<file path="src/rtl/core/bhc_pkg.sv">
// ----------------------------------------------------------------------------
// bhc_pkg
// Shared types and constants of the bigram hash counter: field widths, table
// geometry, the delimiter code list and the records passed between stages.
// ----------------------------------------------------------------------------
`default_nettype none

package bhc_pkg;

   localparam int SLOTS       = 4096;
   localparam int WAYS        = 4;
   localparam int BUCKET_W    = 12;
   localparam int WAY_W       = 2;
   localparam int CHAR_W      = 21;
   localparam int COUNT_W     = 32;
   localparam int NUM_PUNCT   = 20;
   localparam int QUEUE_DEPTH = 2;
   localparam int QUEUE_AW    = 1;

   typedef logic [CHAR_W-1:0]   char_type;
   typedef logic [COUNT_W-1:0]  count_type;
   typedef logic [BUCKET_W-1:0] bucket_type;
   typedef logic [WAY_W-1:0]    way_type;

   localparam char_type DELIM_MAX = char_type'(128);
   localparam count_type COUNT_MAX = '1;

   localparam char_type PUNCT_CODES [NUM_PUNCT] = '{
      char_type'(183),   char_type'(12288), char_type'(12289), char_type'(12290),
      char_type'(12300), char_type'(12301), char_type'(12302), char_type'(12303),
      char_type'(12304), char_type'(12305), char_type'(12308), char_type'(12309),
      char_type'(65281), char_type'(65288), char_type'(65289), char_type'(65292),
      char_type'(65295), char_type'(65306), char_type'(65307), char_type'(65311)
   };

   typedef enum logic {
      OP_FEED = 1'b0,
      OP_READ = 1'b1
   } opcode_type;

   // Classified transaction passed from the front end to the table engine.
   typedef struct packed {
      opcode_type opcode;
      logic       is_delimiter;
      logic       pair_formed;
      char_type   first_char;
      char_type   second_char;
      bucket_type bucket;
      way_type    way;
      count_type  total;
   } cmd_type;

   typedef struct packed {
      logic      valid;
      char_type  first_char;
      char_type  second_char;
      count_type count;
   } way_entry_type;

   typedef way_entry_type [WAYS-1:0] row_type;

   typedef struct packed {
      logic      pair_formed;
      logic      is_delimiter;
      logic      dropped;
      logic      entry_valid;
      char_type  first_char;
      char_type  second_char;
      count_type pair_count;
      count_type total_pairs;
   } result_type;

   typedef struct packed {
      logic    full;
      logic    empty;
      cmd_type head;
   } queue_status_type;

endpackage

`default_nettype wire

</file>
<file path="src/rtl/core/bhc_queue.sv">
// ----------------------------------------------------------------------------
// bhc_queue
// Two-entry queue of classified transactions between front end and engine.
// ----------------------------------------------------------------------------
`default_nettype none

module bhc_queue import bhc_pkg::*; (
   input  logic             clock,
   input  logic             reset,
   input  logic             push,
   input  cmd_type          push_cmd,
   input  logic             pop,
   output queue_status_type q_status
);

   cmd_type               entries_ff [QUEUE_DEPTH];
   logic [QUEUE_AW-1:0]   wr_ptr_ff, wr_ptr_in;
   logic [QUEUE_AW-1:0]   rd_ptr_ff, rd_ptr_in;
   logic [QUEUE_AW:0]     count_ff, count_in;

   always_comb begin
      wr_ptr_in = push ? wr_ptr_ff + QUEUE_AW'(1) : wr_ptr_ff;
      rd_ptr_in = pop  ? rd_ptr_ff + QUEUE_AW'(1) : rd_ptr_ff;
      count_in  = count_ff;
      if (push && !pop) begin
         count_in = count_ff + (QUEUE_AW+1)'(1);
      end else if (pop && !push) begin
         count_in = count_ff - (QUEUE_AW+1)'(1);
      end
   end

   assign q_status.full  = (count_ff == (QUEUE_AW+1)'(QUEUE_DEPTH));
   assign q_status.empty = (count_ff == '0);
   assign q_status.head  = entries_ff[rd_ptr_ff];

   always_ff @(posedge clock) begin
      if (push) begin
         entries_ff[wr_ptr_ff] <= push_cmd;
      end
   end

   always_ff @(posedge clock) begin
      if (reset) begin
         wr_ptr_ff <= '0;
         rd_ptr_ff <= '0;
         count_ff  <= '0;
      end else begin
         wr_ptr_ff <= wr_ptr_in;
         rd_ptr_ff <= rd_ptr_in;
         count_ff  <= count_in;
      end
   end

endmodule

`default_nettype wire

</file>
<file path="config.mk">
export PLATFORM = sky130hd
export DESIGN_NAME = bhc_queue
export DESIGN_NICKNAME = d
export VERILOG_FILES = /design/src/rtl/core/bhc_pkg.sv /design/src/rtl/core/bhc_queue.sv
export SDC_FILE = /design/constraint.sdc
export NUM_CORES = 1
export LEC_CHECK = 0
export ABC_CLOCK_PERIOD_IN_PS = 5400
export BUFFER_PORTS_ARGS = -buffer_cell sky130_fd_sc_hd__buf_2
export CAP_MARGIN = 20
export CORE_ASPECT_RATIO = 0.75
export CORE_UTILIZATION = 30
export CTS_CLUSTER_DIAMETER = 50
export CTS_CLUSTER_SIZE = 25
export DETAILED_ROUTE_END_ITERATION = 12
export GPL_ROUTABILITY_DRIVEN = 0
export SETUP_SLACK_MARGIN = 0.2
export SYNTH_ARGS = -nofsm -noshare
export SYNTH_HDL_FRONTEND = slang
export SYNTH_SLANG_ARGS = --single-unit
</file>
<file path="constraint.sdc">
create_clock -name clock -period 5.4 [get_ports clock]
set_input_delay 0 -clock clock [delete_from_list [all_inputs] [get_ports clock]]
set_output_delay 0 -clock clock [all_outputs]
set_load 0.005 [all_outputs]
</file>
Word level (Yosys, flattened, before mapping) --
Memories as Yosys holds them, arrays and structs flattened. A register that Yosys moved wholly into a read port is not among the register bits. Cells that the tools add are included.
Word-level totals: flip-flop bits (word level) 4, output and inout bits 93, memories kept 1, RAM bits 182, word-level logic and storage cells 21
Cells by class: equality and inequality tests 1, $add $sub $neg 4, reduce and logical (&&, ||, !) cells 6, multiplexer cells 6
Memories:
- entries_ff | words 2, width 91, rd ports 1, clocked after Yosys merged registers in 1, wr ports 1, line bhc_queue.sv:16 | cmd_type entries_ff [QUEUE_DEPTH];
Operators with widths (number):
- $mux 1 | 4
- $mux 2 | 2
- $add 1x1->1 const B | 2
- $add 2x1->2 const B | 1
- $eq 2x2->1 const B | 1
- $logic_and 1x1->1 | 2
- $logic_not 1->1 | 2
- $logic_not 2->1 | 1
- $reduce_bool 2->1 | 1
- $sub 2x1->2 const B | 1

Logic depth before layout (Yosys ltp) --
depth after elaboration 4, gate-level depth with buffers 5

Least setup slack after synthesis --
No wires, ideal clock.
path kind reg2reg, start point register wr_ptr_ff, end point memory entries_ff[0][0] in the netlist's numbering, enable pin, path slack 488 ps, required time 4848 ps, cell stages (with the launch flop) 2, setup time 552 ps, arrival 4359 ps, cell sequence dfxtp_1 nor2b_1
RTL lines:
- start, declared | line bhc_queue.sv:17 | logic [QUEUE_AW-1:0] wr_ptr_ff, wr_ptr_in;
- start signal, assigned | line bhc_queue.sv:48 | wr_ptr_ff <= wr_ptr_in;
- end, declared | line bhc_queue.sv:16
Straight into the memory's write port.

==> run metrics <==
initial core utilization=0.307; Syn. warnings=0; total power divided by cell area=344 nW/um^2; DRC=0; Placed Cells=roughly 800; post-route ant nets=0; Non-Filler Instances=908; die area=~23000 sq um; fraction of layout cells with a size suffix above 1=0.520; final instance area=9610 sq um; H-Tree Depth=4; DP Wirelength=between 8000 and 9000 um; Critical Path AT=2.17 ns; cts bufs inserted=17; Die Height=132 um; post-synthesis mux area share=0.151; Initial DRC Count=124; Power Internal=2.55 mW; WL/cell=14.9 um; # setup viols final=0; hold path start=push_cmd[21]; Clk pin slew, worst setup/hold paths=0.07 ns; clk sink count=between 150 and 200; Die W=176 um; CTS resizes=0; outcome=completed; switching pwr=0.753 mW; Final #Nets=roughly 700; worst-path fanout max=49; Root Buffer=clkbuf_16; Yosys reg bits=187; slew of the pin with the lowest slew margin=0.698 ns; clock skew=around 0.0060 ns; Reg2Reg Depth=2; post-route clock period utilization=0.401; FP Rows=47; Synth top area share=0.803; Critical Path End Type=output pin; vias=3797; worst reg2reg path startpoint=wr_ptr_ff; cell accounting for the most synthesized area=edfxtp_1; fin crit period=2.17 ns; area post-placement=8050 sq um; core region area=around 22000 sq um; Top Ports=188; Crit Path Class=flip-flop to output pin; input/output buffers=187; diode count=0; drt first pass iters=4; share of power burned in registers=0.519; Hold EP=entries_ff[1][21]; grt ovf=0; VDD IR max=roughly 0.00024 V; Setup TNS Final=0 ns; Hold-fix buffers, CTS=95; post-synthesis sequential area ratio=0.818; largest net degree at the start of global routing=86; Lkg Pwr=between 3 and 4 nW; largest family of logic cells by synthesized area=multiplexers; fin. max-slew vios=0; Synth Area in XOR/XNOR=0.00515; layout overhead on the synthesized area=41.2%; initial antenna violation count=0; # Post-CTS Setup Buffers=0; sw frac=0.228; Unique masters post-synth=16; RR Endpoint=entries_ff[1][8]; Hold WC Path Type=input pin to flip-flop; Fmax=0.462 GHz; RSZ-0062 raised after global routing=false; Post-Synth Simple-Gate Area=0.00680; CP required=5.40 ns; max cap viols=0; Final Util=0.434; vias in the first global route=just over 4000; clk_lat worst skew=0.42 ns; CTS tree=done; Cell Area, Synth=6810 sq um; hold violation total from the final report=0; complex-gate fraction of the synthesized area=0.00147; Routed WL=13500 um; top cells by area, synth=edfxtp_1, mux2_2, buf_6; Max clock buf depth=2; Worst R2R Setup Slack=3.31 ns; clock share of power=0.368; Max-slew headroom=0.535; vias per cell=4.18; Synth Instances=305; startpoint class of the critical path=flip-flop; All-Layer GR Usage=0.119; Avg Cell Area, Syn=22.3 sq um; Net Count, Synth=about 400; adder-cell share of the synthesized area=0.00184; Worst Hold Depth=2; Gate power share=0.113; first-pass GRT wire length=about 21000 um
## worst max-delay path by stage
stage | start | end | slack, ns | cells after the start
CTS | flip-flop | q_status[88] | 3.00 | 3
floorplan | wr_ptr_ff | entries_ff[0][0] | 0.49 | 1
global placement | wr_ptr_ff | entries_ff[1][12] | 3.32 | 2
global route | flip-flop | q_status[27] | 3.11 | 4
detailed placement | wr_ptr_ff | entries_ff[1][6] | 3.26 | 2
finish | flip-flop | q_status[88] | 3.23 | 4
## synthesized netlist by cell type, drive strengths merged
cell type / count
and2: 1
a21oi: 1
and2b: 1
ha: 1
nor2b: 1
dfxtp: 5
edfxtp: 182
xor2: 2
or3: 1
o21ai: 1
buf: 10
xnor2: 2
nor2: 5
inv: 1
mux2: 91
## power groups by stage
stage	Combinational [mW]	Sequential, mW	Clock [mW]
2_1_floorplan	0.175	1.75	0
3_3_place_gp	0.311	1.74	0
3_5_place_dp	0.319	1.75	0
4_1_cts	0.376	1.72	1.25
5_1_grt	0.407	1.72	1.30
6_report	0.373	1.71	1.22
## sequential cells by signal (all words and copies together), names as in the netlist, named ones only
name and count:
rd_ptr_ff 1, entries_ff 182, wr_ptr_ff 1, count_ff 2
## per-layer routing
layer  global-route usage  vias up  wire (um)
li1                     -     1795          -
met1                0.141     1863       5880
met2                0.208      128       6740
met3               0.0379       11        752
met4               0.0348        0        144
met5                    0        -          0
## cells in the final DEF (no fill, tap or decap)
master and n:
edfxtp_1 182, clkinvlp_4 4, buf_2 187, clkbuf_16 17, nor2_1 5, inv_8 2
clkinv_2 1, dfxtp_4 1, or3_1 1, a21oi_1 1, xor2_1 2, buf_4 4
xnor2_1 2, dlygate4sd3_1 95, nor2b_4 1, ha_1 1, clkinv_4 3, clkinv_8 2
dfxtp_1 4, mux2_2 91, inv_6 2, buf_16 1, bufinv_16 1, and2b_2 1
inv_1 1, o21ai_0 1, and2_4 1
## area by class of cell
cell class              instances  area [sq um]
fillers                      1921         12600
flip-flops and latches        187          5570
repair buffers                287          1940
multi-input cells             107          1140
clock buffers                  17           425
well taps                     294           368
clock inverters                15           164
inverters                       1          3.75
## critical path, cell delays in order (launching register included)
cell and delay, ns:
dfxtp_4 0.39, buf_4 0.46, buf_16 0.30, mux2_2 0.40, buf_2 0.13
## through the flow
stage	hold slack (ns)	setup WS [ns]	power, mW
after global routing	0.284	3.11	3.43
after floorplan	0.0691	0.488	1.92
final	0.300	3.23	3.30
after global placement	0.189	3.32	2.05
after CTS	0.273	3.00	3.35
after detailed placement	0.191	3.26	2.07
## kinds of logic (layout without fill, tap and decap cells)
family          after synthesis  in the layout
xor+xnor                      4              4
simple gates                  9              9
mux                          91             91
buf+inv                      11            320
compound gates                2              2
fa+ha+maj                     1              1
flops                       187            187
Power figures use the tool's default switching activity.
