## src/rtl/core/bhc_pkg.sv

```systemverilog
// ----------------------------------------------------------------------------
// bhc_pkg
// Shared types and constants of the bigram hash counter: field widths, table
// geometry, the delimiter code list and the records passed between stages.
// ----------------------------------------------------------------------------
`default_nettype none

package bhc_pkg;

   localparam int SLOTS       = 4096;
   localparam int WAYS        = 4;
   localparam int BUCKET_W    = 12;
   localparam int WAY_W       = 2;
   localparam int CHAR_W      = 21;
   localparam int COUNT_W     = 32;
   localparam int NUM_PUNCT   = 20;
   localparam int QUEUE_DEPTH = 2;
   localparam int QUEUE_AW    = 1;

   typedef logic [CHAR_W-1:0]   char_type;
   typedef logic [COUNT_W-1:0]  count_type;
   typedef logic [BUCKET_W-1:0] bucket_type;
   typedef logic [WAY_W-1:0]    way_type;

   localparam char_type DELIM_MAX = char_type'(128);
   localparam count_type COUNT_MAX = '1;

   localparam char_type PUNCT_CODES [NUM_PUNCT] = '{
      char_type'(183),   char_type'(12288), char_type'(12289), char_type'(12290),
      char_type'(12300), char_type'(12301), char_type'(12302), char_type'(12303),
      char_type'(12304), char_type'(12305), char_type'(12308), char_type'(12309),
      char_type'(65281), char_type'(65288), char_type'(65289), char_type'(65292),
      char_type'(65295), char_type'(65306), char_type'(65307), char_type'(65311)
   };

   typedef enum logic {
      OP_FEED = 1'b0,
      OP_READ = 1'b1
   } opcode_type;

   // Classified transaction passed from the front end to the table engine.
   typedef struct packed {
      opcode_type opcode;
      logic       is_delimiter;
      logic       pair_formed;
      char_type   first_char;
      char_type   second_char;
      bucket_type bucket;
      way_type    way;
      count_type  total;
   } cmd_type;

   typedef struct packed {
      logic      valid;
      char_type  first_char;
      char_type  second_char;
      count_type count;
   } way_entry_type;

   typedef way_entry_type [WAYS-1:0] row_type;

   typedef struct packed {
      logic      pair_formed;
      logic      is_delimiter;
      logic      dropped;
      logic      entry_valid;
      char_type  first_char;
      char_type  second_char;
      count_type pair_count;
      count_type total_pairs;
   } result_type;

   typedef struct packed {
      logic    full;
      logic    empty;
      cmd_type head;
   } queue_status_type;

endpackage

`default_nettype wire

```

## src/rtl/core/bhc_if.sv

```systemverilog
// ----------------------------------------------------------------------------
// bhc_if
// Valid/ready channel interfaces for the request and response streams.
// ----------------------------------------------------------------------------
`default_nettype none

interface bhc_req_if import bhc_pkg::*; ();
   logic       valid;
   logic       ready;
   opcode_type opcode;
   char_type   char_code;
   bucket_type read_bucket;
   way_type    read_way;

   modport source (output valid, output opcode, output char_code,
                   output read_bucket, output read_way, input ready);
   modport sink   (input valid, input opcode, input char_code,
                   input read_bucket, input read_way, output ready);
endinterface


`default_nettype wire

```

## src/rtl/core/bhc_front.sv

```systemverilog
// ----------------------------------------------------------------------------
// bhc_front
// Accepts requests, classifies characters as delimiters, tracks the previous
// character and the running bigram total, and hashes each bigram to a bucket.
// ----------------------------------------------------------------------------
`default_nettype none

module bhc_front import bhc_pkg::*; (
   input  logic             clock,
   input  logic             reset,
   bhc_req_if.sink          req_bus,
   input  logic             clear_done,
   input  queue_status_type q_status,
   output logic             push,
   output cmd_type          push_cmd
);

   char_type  prev_ff, prev_in;
   count_type total_ff, total_in;
   logic      delim;
   logic      accept;

   always_comb begin
      delim = (req_bus.char_code <= DELIM_MAX);
      for (int i = 0; i < NUM_PUNCT; i++) begin
         if (req_bus.char_code == PUNCT_CODES[i]) begin
            delim = 1'b1;
         end
      end
   end

   assign req_bus.ready = clear_done && !q_status.full;
   assign accept        = req_bus.valid && req_bus.ready;
   assign push          = accept;

   always_comb begin
      prev_in  = prev_ff;
      total_in = total_ff;
      push_cmd              = '0;
      push_cmd.opcode       = req_bus.opcode;
      push_cmd.bucket       = req_bus.read_bucket;
      push_cmd.way          = req_bus.read_way;
      if (req_bus.opcode == OP_FEED) begin
         priority if (delim) begin
            push_cmd.is_delimiter = 1'b1;
            prev_in               = '0;
         end else if (prev_ff == '0) begin
            prev_in = req_bus.char_code;
         end else begin
            push_cmd.pair_formed = 1'b1;
            push_cmd.first_char  = prev_ff;
            push_cmd.second_char = req_bus.char_code;
            // The bucket count is a power of two, so the modulo is a truncation.
            push_cmd.bucket = bucket_type'({prev_ff, 5'b0} + {5'b0, prev_ff}
                                           + {5'b0, req_bus.char_code});
            prev_in = req_bus.char_code;
            if (total_ff != COUNT_MAX) begin
               total_in = total_ff + count_type'(1);
            end
         end
      end
      push_cmd.total = total_in;
   end

   always_ff @(posedge clock) begin
      if (reset) begin
         prev_ff  <= '0;
         total_ff <= '0;
      end else if (accept) begin
         prev_ff  <= prev_in;
         total_ff <= total_in;
      end
   end

endmodule

`default_nettype wire

```

## src/flat_wrapper.sv

```systemverilog
// flat-port wrapper written by rule: the top's interface ports become plain ports
module bhc_front_flat import bhc_pkg::*;
  (clock, reset, clear_done, q_status, push, push_cmd, req_bus_valid, req_bus_opcode, req_bus_char_code, req_bus_read_bucket, req_bus_read_way, req_bus_ready);
  bhc_req_if req_bus_i ();
  input  logic clock;
  input  logic reset;
  input  logic clear_done;
  input  queue_status_type q_status;
  output logic push;
  output cmd_type push_cmd;
  input wire logic [$bits(req_bus_i.valid)-1:0] req_bus_valid;
  input wire logic [$bits(req_bus_i.opcode)-1:0] req_bus_opcode;
  input wire logic [$bits(req_bus_i.char_code)-1:0] req_bus_char_code;
  input wire logic [$bits(req_bus_i.read_bucket)-1:0] req_bus_read_bucket;
  input wire logic [$bits(req_bus_i.read_way)-1:0] req_bus_read_way;
  output wire logic [$bits(req_bus_i.ready)-1:0] req_bus_ready;
  assign req_bus_i.valid = req_bus_valid;
  assign req_bus_i.opcode = req_bus_opcode;
  assign req_bus_i.char_code = req_bus_char_code;
  assign req_bus_i.read_bucket = req_bus_read_bucket;
  assign req_bus_i.read_way = req_bus_read_way;
  assign req_bus_ready = req_bus_i.ready;
  bhc_front u_core (.clock(clock), .reset(reset), .req_bus(req_bus_i), .clear_done(clear_done), .q_status(q_status), .push(push), .push_cmd(push_cmd));
endmodule
```

## config.mk

```make
export PLATFORM = sky130hd
export DESIGN_NAME = bhc_front_flat
export DESIGN_NICKNAME = d
export VERILOG_FILES = /design/src/rtl/core/bhc_pkg.sv /design/src/rtl/core/bhc_if.sv /design/src/rtl/core/bhc_front.sv /design/src/flat_wrapper.sv
export SDC_FILE = /design/constraint.sdc
export NUM_CORES = 1
export LEC_CHECK = 0
export BUFFER_PORTS_ARGS = -buffer_cell sky130_fd_sc_hd__buf_2
export CELL_PAD_IN_SITES_DETAIL_PLACEMENT = 0
export CELL_PAD_IN_SITES_GLOBAL_PLACEMENT = 1
export CORE_ASPECT_RATIO = 1.75
export CORE_MARGIN = 1.5
export CORE_UTILIZATION = 29
export CTS_BUF_LIST = sky130_fd_sc_hd__clkbuf_2
export DETAILED_ROUTE_END_ITERATION = 10
export GPL_TIMING_DRIVEN = 1
export HOLD_SLACK_MARGIN = 0.06
export PLACE_DENSITY_LB_ADDON = 0.1
export SYNTH_ARGS = -nofsm -noshare
export SYNTH_HDL_FRONTEND = slang
export SYNTH_SLANG_ARGS = --single-unit
```

## constraint.sdc

```tcl
create_clock -name clock -period 2.5 [get_ports clock]
set_input_delay 0.25 -clock clock [delete_from_list [all_inputs] [get_ports clock]]
set_output_delay 0.25 -clock clock [all_outputs]
set_load 0.02 [all_outputs]
```

# ---- Word-level counts from Yosys, hierarchy flattened
# Index checks and enable logic that the tools add are counted.
dict set report word_totals {
  regBits 53
  in_bits 133
  output_inout_bits 93
  elab_cells 62
}
dict set report classes {
  add_sub_neg 3
  order_cmp 1
  n_eq_ne 21
  muxes 29
  bitwise_logic 1
  n_reduce_logical 5
}
# op n
set op_table {}
lappend op_table {{$eq 21x14->1 const B} 11}
lappend op_table {{$eq 21x16->1 const B} 8}
lappend op_table {{$mux 32} 4}
lappend op_table {{$mux 55} 2}
lappend op_table {{$mux 56} 1}
lappend op_table {{$add 32x1->32 const B} 1}
lappend op_table {{$ne 32x32->1 const B} 1}
lappend op_table {{$add 12x12->12} 2}
lappend op_table {{$eq 21x8->1 const B} 1}
lappend op_table {{$le 21x8->1 const B} 1}
lappend op_table {{$logic_not 21->1} 1}
lappend op_table {{$mux 1} 21}
lappend op_table {{$mux 21} 1}
lappend op_table {{$logic_and 1x1->1} 2}
lappend op_table {{$reduce_and 2->1} 1}
lappend op_table {{$logic_not 1->1} 1}
lappend op_table {{$not 1->1} 1}

# ---- Logic depth before layout (Yosys ltp)
# Gate-level depths: netlist of run 1.
dict set report depth {
  word_depth 23
  ltp_mapped 11
  mapped_depth_nobuf 10
}

# ---- Least setup slack after synthesis of run 1
# No wires, ideal clock.
dict set report synth_timing {
  path_type {reg-to-output}
  from {register u_core.prev_ff[1]}
  to {output port push_cmd[45] (netlist bit)}
  arrival_ps 2605
  required_time_ps 2250
  path_slack_ps -355
  stages_incl_launch_ff 11
  n_path_buf 0
  path_cell_list {dfxtp_1 -> ha_1 -> ha_1 -> fa_1 -> a21oi_1 -> o2111ai_1 -> and3_1 -> o21a_1 -> nor2_1 -> xnor2_1 -> o21ai_0}
}
# item line_no
set synth_rtl {}
lappend synth_rtl {{from (decl)} bhc_front.sv:18} ;# char_type prev_ff, prev_in;
lappend synth_rtl {{from (signal assigned)} bhc_front.sv:70} ;# prev_ff <= prev_in;
lappend synth_rtl {{to (decl)} flat_wrapper.sv:10} ;# output cmd_type push_cmd;

==> results by group, run 1 <==
Run status
  • Outcome: finished, violations left
  • Violated checks: negative setup slack

Timing
  • Final-report max-slew violation count: 0
  • Post-route worst setup slack: -0.615 ns
  • Tightest slew margin relative to the limit: 0.441
  • Final hold violations: 0
  • Period utilisation layout: 1.25
  • Achievable clock frequency: 321 MHz
  • Post-Route Setup TNS: -34.08 ns
  • Transition time of the tightest slew-check pin: 0.838 ns
  • Final number of setup-violating endpoints: 95
  • Max Clock Skew: 0.0272 ns
  • Final critical delay including setup and external delays: 3.11 ns
  • RSZ-0062 raised after global routing: yes

Route
  • Vias: between 5000 and 6000
  • First-pass iteration count of the detailed router: 4
  • Antenna Violating Nets Remaining: 0
  • Via-per-instance ratio: 5.31
  • Iteration-0 DRC Markers: 194
  • Drt wl/cell: 18.4 microns
  • Post-detailed-route DRC marker count: 0
  • Routed Wire Length: 19300 microns

Layout
  • Register Area: 1110 sq um
  • Number of standard cells in the final layout excluding fillers: around 1000
  • Fill cell count: 1275
  • Area added between synthesis and finish: 106%
  • Footprint of the multi-input gates: 4160 sq um
  • Most frequent cells in the layout: buf_4 (160), buf_6 (78), nand2_1 (54)
  • Layout Nets: 1021
  • Most common cell after layout, fill and taps aside: buf_4
  • Fraction of layout instances using a drive strength above 1: 0.620

Floorplan
  • Die width: 94.2 microns
  • # IOs: 226
  • Floorplan core area: 14300 sq um
  • Site Rows: 58
  • Die area: 15300 sq um
  • Vertical extent of the die: 163 microns
  • Starting density of the core: 0.295

CTS
  • Inserted Clock Buffers: 5
  • Number of H-tree branching levels: 2
  • Clk slew on worst S/H paths: 0.27 ns
  • Clock Sink Count: 53
  • Number of buffers on the longest clock path: 2
  • TritonCTS clock tree: done
  • Insertion delay of the later-clocked pin in the worst-skew pair: 0.47 ns
  • CTS Root Buffer Type: clkbuf_2

Logic synthesis
  • Avg Cell Area, Syn: 7.38 sq um
  • Number of register bits inferred by synthesis: 53
  • Most used flip-flop cell after synthesis: dfxtp_1
  • Gate count after technology mapping: between 500 and 600
  • Synthesized netlist net count: 728
  • Sequential cell area fraction in the yosys report: 0.251
  • Post-synthesis cell area: between 4000 and 5000 sq um
  • Number of enable flip-flop cells after synthesis: 0
  • Number of distinct standard cells referenced by the synthesized netlist: 50
  • Count of yosys warnings during synthesis: 0
  • Fraction of registers with async set or reset after synthesis: 0

Worst setup path
  • Number of buffer and inverter instances along the worst setup path: 1
  • Startpoint kind of the worst setup timing path: register
  • R2r worst-path depth: 12
  • Dominant delay contributor by cell family on the critical path: adder cells
  • Biggest fanout along the worst timing path: 4
  • Crit-path most repeated cell: ha_4
  • Critical-path top delay cell: dfxtp_4
  • Startpoint-to-endpoint class of the critical path: reg -> out
  • Endpoint type of the worst setup path: primary output
  • Stages on the worst setup path: 11
  • Data required time of the worst path: ~2.3 ns
  • Largest stage delay on the critical path: around 0.45 ns
  • Arrival time reported for the critical path endpoint: 2.86 ns
  • Cells along the critical path: ha_4 -> ha_4 -> fa_2 -> a21oi_4 -> o2111ai_2 -> and3_4 -> o21a_1 -> nor2_2 -> xnor2_2 -> o21ai_2 -> buf_6

Pwr
  • Leakage power figure: about 0.0036 uW
  • Areal power density over the cells: 283 nW/um^2
  • Clock power share: 0.148
  • Net Sw Frac: 0.363
  • Cell internal power dissipation: 1570 uW
  • Combinational fraction of design power: 0.505
  • Power spent charging and discharging nets: 895 uW
  • Portion of total power attributed to sequential cells: 0.348
  • IR Drop Worst-Case VDD: 0.000196 V

Global route
  • Pin count of the biggest net entering global routing: 40
  • Overflow left after global routing: 0
  • Total track usage: 0.247
  • Global-route wire length before repair: 29400 microns
  • Number of antenna violations at the first check in global routing: 1
  • Vias in the first global route: between 5000 and 6000

Worst hold path
  • Worst Hold Path Cells: 4
  • Class of the tightest hold or removal check: in -> reg

Placed design
  • Buffers added on ports: 129
  • DP HPWL: 12700 microns
  • Routability Congestion: 0.841
  • # placed instances: just under 1000

Flow run
  • Max capacitance violation total: 0
metrics by stage:
step / hold slack, ns / setup WS, ns / total power (uW) / area, sq um / util
2_1_floorplan: 0.386 / -0.0420 / 1220 / 4390 / -
3_5_place_dp: 0.459 / -0.335 / 1520 / 6200 / 0.434
4_1_cts: 0.116 / -0.675 / 2440 / 8240 / 0.576
5_1_grt: 0.134 / -0.745 / 2580 / 8700 / 0.609
3_3_place_gp: 0.465 / -0.342 / 1520 / 6200 / 0.434
6_report: 0.158 / -0.615 / 2460 / 8700 / 0.609
path summary, 6_finish.rpt:
path	startpoint	end	slack, ns
worst max-delay path	u_core.prev_ff[1]	push_cmd[45]	-0.61
worst min-delay path	req_bus_char_code[7]	u_core.prev_ff[7]	0.16
worst max register to register	u_core.prev_ff[16]	u_core.total_ff[17]	-0.13
worst min register to register	u_core.prev_ff[15]	u_core.prev_ff[15]	0.51
registers in the layout (all words and copies together), names as in the netlist:
| signal | flops |
|---|---|
| u_core.prev_ff | 21 |
| u_core.total_ff | 32 |
Yosys cell counts (2+ instances only):
master	count	area [sq um]
nand2_1	71	267
a21oi_1	53	265
dfxtp_1	53	1060
nand3_1	41	205
and3_1	40	250
nor2_1	39	146
clkbuf_1	31	116
or4_1	22	165
xor2_1	21	184
xnor2_1	20	175
nor3_1	17	85.1
o31ai_1	17	128
ha_1	16	200
o21ai_0	15	75.1
nor4_1	12	75.1
nand4_1	11	68.8
and2_1	9	56.3
or3_1	9	56.3
inv_1	8	30.0
buf_2	7	35.0
fa_1	7	140
nor2b_1	5	31.3
mux2_2	4	45.0
buf_4	3	22.5
o21bai_1	3	22.5
o41ai_1	3	26.3
a311oi_1	2	17.5
a31oi_1	2	12.5
and4_1	2	17.5
nand2b_1	2	12.5
nand3_2	2	20.0
nand3b_1	2	15.0
o2111ai_1	2	17.5
o211ai_1	2	15.0
o21a_1	2	15.0
o21ai_1	2	10.0
or3b_2	2	17.5
logic make-up (layout without fill, tap and decap cells):
family                     count (synthesis)  count (layout)  share of synthesized area
AOI/OAI and AO/OA                        108             108                      0.153
xor gates and xnor gates                  41              41                     0.0850
adders and majority gates                 23              23                     0.0806
buffers and inverters                     50             344                     0.0492
DFF                                       53              53                      0.251
muxes                                      5               5                     0.0130
other                                      0               1                          0
and+or+nand+nor                          292             292                      0.368
layer usage:
metal / wire, microns / global-route usage / share of wire
met5: 0 / 0 / 0
met4: 1080 / 0.123 / 0.056
met3: 644 / 0.0285 / 0.033
met2: 10900 / 0.493 / 0.57
met1: 6610 / 0.237 / 0.34
cell type report:
| class | count | share of cell area |
|---|---|---|
| antenna | 1 | 0.000287 |
| tap | 180 | 0.0259 |
| sequential | 53 | 0.128 |
| multi-input combinational | 469 | 0.478 |
| clock inverter | 3 | 0.00187 |
| clock buffer | 5 | 0.00287 |
| inverter | 9 | 0.00532 |
| timing repair buffer | 327 | 0.357 |
tightest hold or removal path, delay by kind of cell:
kind	cells	cell delay, ns
buf+inv	2	0.25
compound gates	1	0.06
simple gates	1	0.06
timing repair:
action	in CTS	in global routing
gates resized for setup	338	112
buffers inserted	28	13
endpoints found under the hold margin	13	0
gates cloned	12	2
hold buffers	13	0
pin swaps	69	77
endpoints found under the setup margin	116	115
power by group through the flow:
stage | registers (uW) | clock network [uW] | logic (uW)
final | 856 | 364 | 1240
after global routing | 858 | 411 | 1310
after CTS | 857 | 388 | 1190
after detailed placement | 878 | 0 | 644
after global placement | 877 | 0 | 640
after floorplan | 876 | 0 | 347
Note: power is estimated with default switching activity, not from simulation.
==> run 2: changes to the inputs <==
--- a/config.mk
+++ b/config.mk
@@ -10,7 +10,7 @@
 export CELL_PAD_IN_SITES_GLOBAL_PLACEMENT = 1
 export CORE_ASPECT_RATIO = 1.75
 export CORE_MARGIN = 1.5
-export CORE_UTILIZATION = 29
+export CORE_UTILIZATION = 32
 export CTS_BUF_LIST = sky130_fd_sc_hd__clkbuf_2
 export DETAILED_ROUTE_END_ITERATION = 10
 export GPL_TIMING_DRIVEN = 1
==> constraint.sdc (replaced) <==
create_clock -name clock -period 3 [get_ports clock]
set_input_delay 0.15 -clock clock [delete_from_list [all_inputs] [get_ports clock]]
set_output_delay 0.15 -clock clock [all_outputs]
set_load 0.02 [all_outputs]
==> results by group, run 2 (synthesis gave the netlist of run 1 again) <==
Pwr
  • Power consumption: 1630 uW
  • Portion of total power attributed to sequential cells: 0.435
  • Net Sw Frac: 0.377
  • IR Drop Worst-Case VDD: 0.000157 V
  • Leakage power figure: 0.00281 uW
  • Power spent charging and discharging nets: 615 uW
  • Areal power density over the cells: 259 nW/um^2
  • Combinational fraction of design power: 0.366
  • Cell internal power dissipation: 1020 uW
  • Clock power share: 0.199

Placed design
  • DP HPWL: 10900 microns
  • Dpl ws: 0.205 ns
  • Buffers added on ports: 129
  • Routability Congestion: 0.821

Run status
  • Outcome: finished, violations left
  • Violated checks: negative setup slack

Layout
  • Fraction of layout instances using a drive strength above 1: 0.402
  • Fill cell count: roughly 1400
  • Footprint of the multi-input gates: 3400 sq um
  • Most common cell after layout, fill and taps aside: buf_2
  • Register Area: 1130 sq um
  • Number of flip-flops under the largest register name: 32
  • Largest registers: u_core.total_ff: 32 flops, u_core.prev_ff: 21 flops
  • Most frequent cells in the layout: buf_2 (105), buf_4 (71), nand2_1 (63)
  • Layout Nets: between 900 and 1000
  • Largest Register: u_core.total_ff
  • Area added between synthesis and finish: 49.0%

Timing
  • Final hold violations: 0
  • Period utilisation layout: 1.02
  • Final number of setup-violating endpoints: 2
  • RSZ-0062 raised after global routing: yes
  • Final-report max-slew violation count: 0
  • Achievable clock frequency: 326 MHz
  • Transition time of the tightest slew-check pin: 0.985 ns
  • Tightest slew margin relative to the limit: 0.343
  • Final critical delay including setup and external delays: just over 3 ns
  • Post-route worst setup slack: -0.0667 ns
  • Max Clock Skew: roughly 0.021 ns

Worst setup path
  • Largest stage delay on the critical path: 0.50 ns
  • Critical-path top delay cell: fa_1
  • Startpoint kind of the worst setup timing path: register
  • Crit-path most repeated cell: buf_4
  • Data required time of the worst path: 2.85 ns
  • Arrival time reported for the critical path endpoint: 2.92 ns
  • Cells along the critical path: buf_4 -> fa_1 -> ha_4 -> nor3_4 -> o2111ai_4 -> and3_4 -> o21a_1 -> nor2_2 -> xnor2_1 -> o21ai_1 -> buf_4
  • Biggest fanout along the worst timing path: 4
  • Startpoint-to-endpoint class of the critical path: reg -> out
  • Endpoint type of the worst setup path: primary output

Worst hold path
  • Class of the tightest hold or removal check: in -> reg

CTS
  • Clk slew on worst S/H paths: 0.31 ns
  • Inserted Clock Buffers: 5
  • Clock Sink Count: 53
  • TritonCTS clock tree: done
  • Insertion delay of the later-clocked pin in the worst-skew pair: 0.50 ns
  • CTS Root Buffer Type: clkbuf_2
  • Number of buffers on the longest clock path: 2
  • Number of H-tree branching levels: 2

Floorplan
  • Vertical extent of the die: 155 microns
  • # IOs: 226
  • Site Rows: 55
  • Starting density of the core: 0.326
  • Die width: 89.9 microns
  • Die area: 13900 sq um
  • Floorplan core area: 12900 sq um

Global route
  • Vias in the first global route: between 4000 and 5000
  • Number of antenna violations at the first check in global routing: 1
  • Overflow left after global routing: 0
  • Pin count of the biggest net entering global routing: 48
  • Global-route wire length before repair: 24100 microns
  • Total track usage: 0.214

Route
  • Antenna Violating Nets Remaining: 0
  • Iteration-0 DRC Markers: 184
  • Drt wl/cell: 16.9 microns
  • Routed Wire Length: 15600 microns
  • Vias: 4913
  • First-pass iteration count of the detailed router: 4
  • Via-per-instance ratio: 5.33
  • Post-detailed-route DRC marker count: 0

Flow run
  • Max capacitance violation total: 0
-- run 2: routing by layer --
| metal | wire [microns] | share of wire | global-route usage | vias up |
|---|---|---|---|---|
| met1 | 5950 | 0.38 | 0.230 | 2305 |
| met3 | 657 | 0.042 | 0.0230 | 25 |
| met4 | 495 | 0.032 | 0.0862 | 0 |
| met2 | 8460 | 0.54 | 0.419 | 160 |
| met5 | 0 | 0 | 0 | - |
| li1 | - | - | - | 2423 |
-- run 2: layout make-up --
cell class                 count  share of cell area
tap                          171              0.0340
clock inverter                 3             0.00358
clock buffer                   5             0.00398
sequential                    53               0.179
multi-input combinational    469               0.541
inverter                       9             0.00597
timing repair buffer         210               0.232
antenna                        1            0.000398
-- run 2: per-stage QoR --
step / TNS [ns] / instances / area [sq um] / utilization / hold slack [ns]
finish: -0.0777 / 921 / 6290 / 0.486 / 0.179
global route: -0.846 / 921 / 6290 / 0.486 / 0.193
CTS: -1.42 / 906 / 5960 / 0.461 / 0.149
detailed placement: 0 / 856 / 5130 / 0.396 / 0.300
global placement: 0 / 856 / 5130 / 0.396 / 0.300
floorplan: 0 / 572 / 4220 / - / 0.286
-- run 2: critical path: cells and delay by family, from the launching register on --
family / cells / cell delay, ns
xor+xnor: 1 / 0.06
flops: 1 / 0.39
fa+ha+maj: 2 / 0.72
compound gates: 3 / 0.46
simple gates: 3 / 0.49
buf+inv: 2 / 0.30
-- run 2: worst paths after layout --
path                      startpoint                  end  slack (ns)  cells after the start
setup / recovery   u_core.prev_ff[2]         push_cmd[45]       -0.07                     11
hold / removal        req_bus_opcode   u_core.prev_ff[19]        0.18                      5
setup reg to reg  u_core.prev_ff[16]  u_core.total_ff[31]        0.34                     12
hold reg to reg   u_core.prev_ff[16]   u_core.prev_ff[16]        0.48                      2
-- run 2: timing repair --
| action | CTS | global route |
|---|---|---|
| hold buffers | 21 | 0 |
| endpoints found under the setup margin | 43 | 44 |
| setup buffers | 21 | 13 |
| endpoints found under the hold margin | 21 | 0 |
| resized for setup | 125 | 41 |
| gates cloned | 0 | 1 |
| pin swaps | 30 | 24 |
-- run 2: power groups by stage --
| stage | clock network (uW) | registers, uW | logic [uW] |
|---|---|---|---|
| finish | 324 | 710 | 598 |
| detailed placement | 0 | 733 | 447 |
| global placement | 0 | 733 | 443 |
| global route | 364 | 712 | 642 |
| floorplan | 0 | 731 | 272 |
| CTS | 343 | 713 | 555 |
==> run 3: changes to the inputs <==
--- a/config.mk
+++ b/config.mk
@@ -9,7 +9,6 @@
 export CELL_PAD_IN_SITES_DETAIL_PLACEMENT = 0
 export CELL_PAD_IN_SITES_GLOBAL_PLACEMENT = 1
 export CORE_ASPECT_RATIO = 1.75
-export CORE_MARGIN = 1.5
 export CORE_UTILIZATION = 32
 export CTS_BUF_LIST = sky130_fd_sc_hd__clkbuf_2
 export DETAILED_ROUTE_END_ITERATION = 10
==> results by group, run 3 (synthesis gave the netlist of run 1 again) <==
Timing
  • RSZ-0062 raised after global routing: yes
  • Transition time of the tightest slew-check pin: 0.836 ns
  • Post-route worst setup slack: -0.0326 ns
  • Max Clock Skew: 0.0592 ns
  • Period utilisation layout: 1.01
  • Final-report max-slew violation count: 0
  • Final hold slack: 0.189 ns
  • Achievable clock frequency: 330 MHz
  • Tightest slew margin relative to the limit: 0.443
  • Final critical delay including setup and external delays: 3.03 ns
  • Final hold violations: 0
  • Final number of setup-violating endpoints: 1

Worst setup path
  • Biggest fanout along the worst timing path: 6
  • Startpoint-to-endpoint class of the critical path: in -> out
  • Dominant delay contributor by cell family on the critical path: buffers and inverters
  • Critical-path top delay cell: fa_1
  • Number of buffer and inverter instances along the worst setup path: 4
  • Crit-path most repeated cell: buf_4
  • Data required time of the worst path: 2.85 ns
  • Arrival time reported for the critical path endpoint: ~2.9 ns
  • Startpoint kind of the worst setup timing path: input pin
  • Cells along the critical path: dlygate4sd3_1 -> buf_4 -> fa_1 -> ha_4 -> buf_4 -> nand3_2 -> o2111ai_2 -> and3_4 -> o21a_1 -> nor2_2 -> xnor2_1 -> o21ai_1 -> buf_4
  • Largest stage delay on the critical path: between 0.5 and 0.6 ns
  • Endpoint type of the worst setup path: primary output

Layout
  • Post-Route Utilization: 0.498
  • Most frequent cells in the layout: buf_2 (110), buf_4 (73), nand2_1 (68)
  • Most common cell after layout, fill and taps aside: buf_2
  • Largest Register: u_core.total_ff
  • Number of flip-flops under the largest register name: 32
  • Largest registers: u_core.total_ff: 32 flops, u_core.prev_ff: 21 flops
  • Area added between synthesis and finish: 51.6%
  • Fraction of layout instances using a drive strength above 1: 0.420
  • Number of standard cells in the final layout excluding fillers: 932
  • Layout Nets: around 900

Route
  • First-pass iteration count of the detailed router: 4
  • Iteration-0 DRC Markers: 117
  • Routed Wire Length: 15700 microns
  • Antenna Violating Nets Remaining: 0
  • Vias: 4930
  • Drt wl/cell: 16.8 microns
  • Post-detailed-route DRC marker count: 0
  • Via-per-instance ratio: between 5 and 6

Placed design
  • # placed instances: around 860
  • DP HPWL: 11000 microns
  • Buffers added on ports: 129
  • Routability Congestion: 0.812

Floorplan
  • Vertical extent of the die: 154 microns
  • Floorplan core area: 12900 sq um
  • Die area: 13700 sq um
  • Starting density of the core: 0.328
  • Site Rows: 55
  • # IOs: 226
  • Die width: around 90 microns

Run status
  • Outcome: finished, violations left
  • Violated checks: negative setup slack

Global route
  • Overflow left after global routing: 0
  • Vias in the first global route: about 4700
  • Number of antenna violations at the first check in global routing: 1
  • Global-route wire length before repair: 23800 microns
  • Pin count of the biggest net entering global routing: 43
  • Total track usage: 0.223

CTS
  • Inserted Clock Buffers: 5
  • Number of buffers on the longest clock path: 2
  • CTS Root Buffer Type: clkbuf_2
  • Number of H-tree branching levels: 2
  • Clk slew on worst S/H paths: roughly 0.34 ns
  • Insertion delay of the later-clocked pin in the worst-skew pair: 0.50 ns
  • Clock Sink Count: 53
  • TritonCTS clock tree: done

Flow run
  • Max capacitance violation total: 0

Pwr
  • Areal power density over the cells: 266 nW/um^2
  • Leakage power figure: ~0.0029 uW
  • IR Drop Worst-Case VDD: 0.000215 V

Worst hold path
  • Class of the tightest hold or removal check: in -> reg
==> run 3: cell count changes in the layout (fill, tap and decap cells not counted), moves of 3 or more <==
cell        before  now
nand2_2          5    1
dfxtp_1         25   19
buf_2          105  110
buf_6            8   13
dfxtp_4         13   18
clkinvlp_4       4    1
ha_2             0    3
nand2_1         63   68
==> run 3: repair_timing <==
item	4_1_cts	5_1_grt
pin swaps	26	27
hold buffers	21	0
buffers inserted	40	9
hold endpoints to repair	21	0
setup endpoints to repair	44	41
resized for setup	98	79
==> run 3: metal layers <==
| metal | vias up | track usage | part of all wire |
|---|---|---|---|
| li1 | 2455 | - | - |
| met3 | 20 | 0.0242 | 0.032 |
| met5 | - | 0 | 0 |
| met4 | 0 | 0.0814 | 0.024 |
| met2 | 133 | 0.431 | 0.57 |
| met1 | 2322 | 0.238 | 0.38 |
==> run 3: where the power goes <==
part	switching (uW)	internal (uW)
logic	333	249
registers	7.20	699
clock network	273	143
==> run 3: layout make-up <==
class | instances | area [sq um]
antenna | 1 | 2.50
clock buffer | 5 | 25.0
clock inverter | 3 | 43.8
fill | 1337 | 6470
inverter | 9 | 37.5
multi-input combinational | 469 | 3410
sequential | 53 | 1150
tap | 171 | 214
timing repair buffer | 221 | 1520
==> run 3: tightest hold or removal path: cells and delay by family <==
family                 cells  cell delay, ns
AND/OR/NAND/NOR            2            0.15
AO/OA/AOI/OAI              1            0.05
buffers and inverters      2            0.37
==> run 3: path summary, 6_finish.rpt <==
kind	from	endpoint	slack (ns)	cells after the start
hold / removal	req_bus_opcode	u_core.prev_ff[18]	0.19	5
setup / recovery	req_bus_char_code[5]	push_cmd[45]	-0.03	13
hold reg to reg	u_core.prev_ff[19]	u_core.prev_ff[19]	0.49	2
setup reg to reg	u_core.total_ff[1]	u_core.total_ff[27]	0.51	9
==> run 3: through the flow <==
step                TNS, ns  setup slack, ns  cell area [sq um]  total power, uW
global placement          0            0.205               5120             1180
detailed placement        0            0.224               5120             1180
global route          -1.00           -0.164               6400             1790
floorplan                 0            0.245               4220             1000
CTS                  -0.137          -0.0440               6020             1680
finish              -0.0326          -0.0326               6400             1700
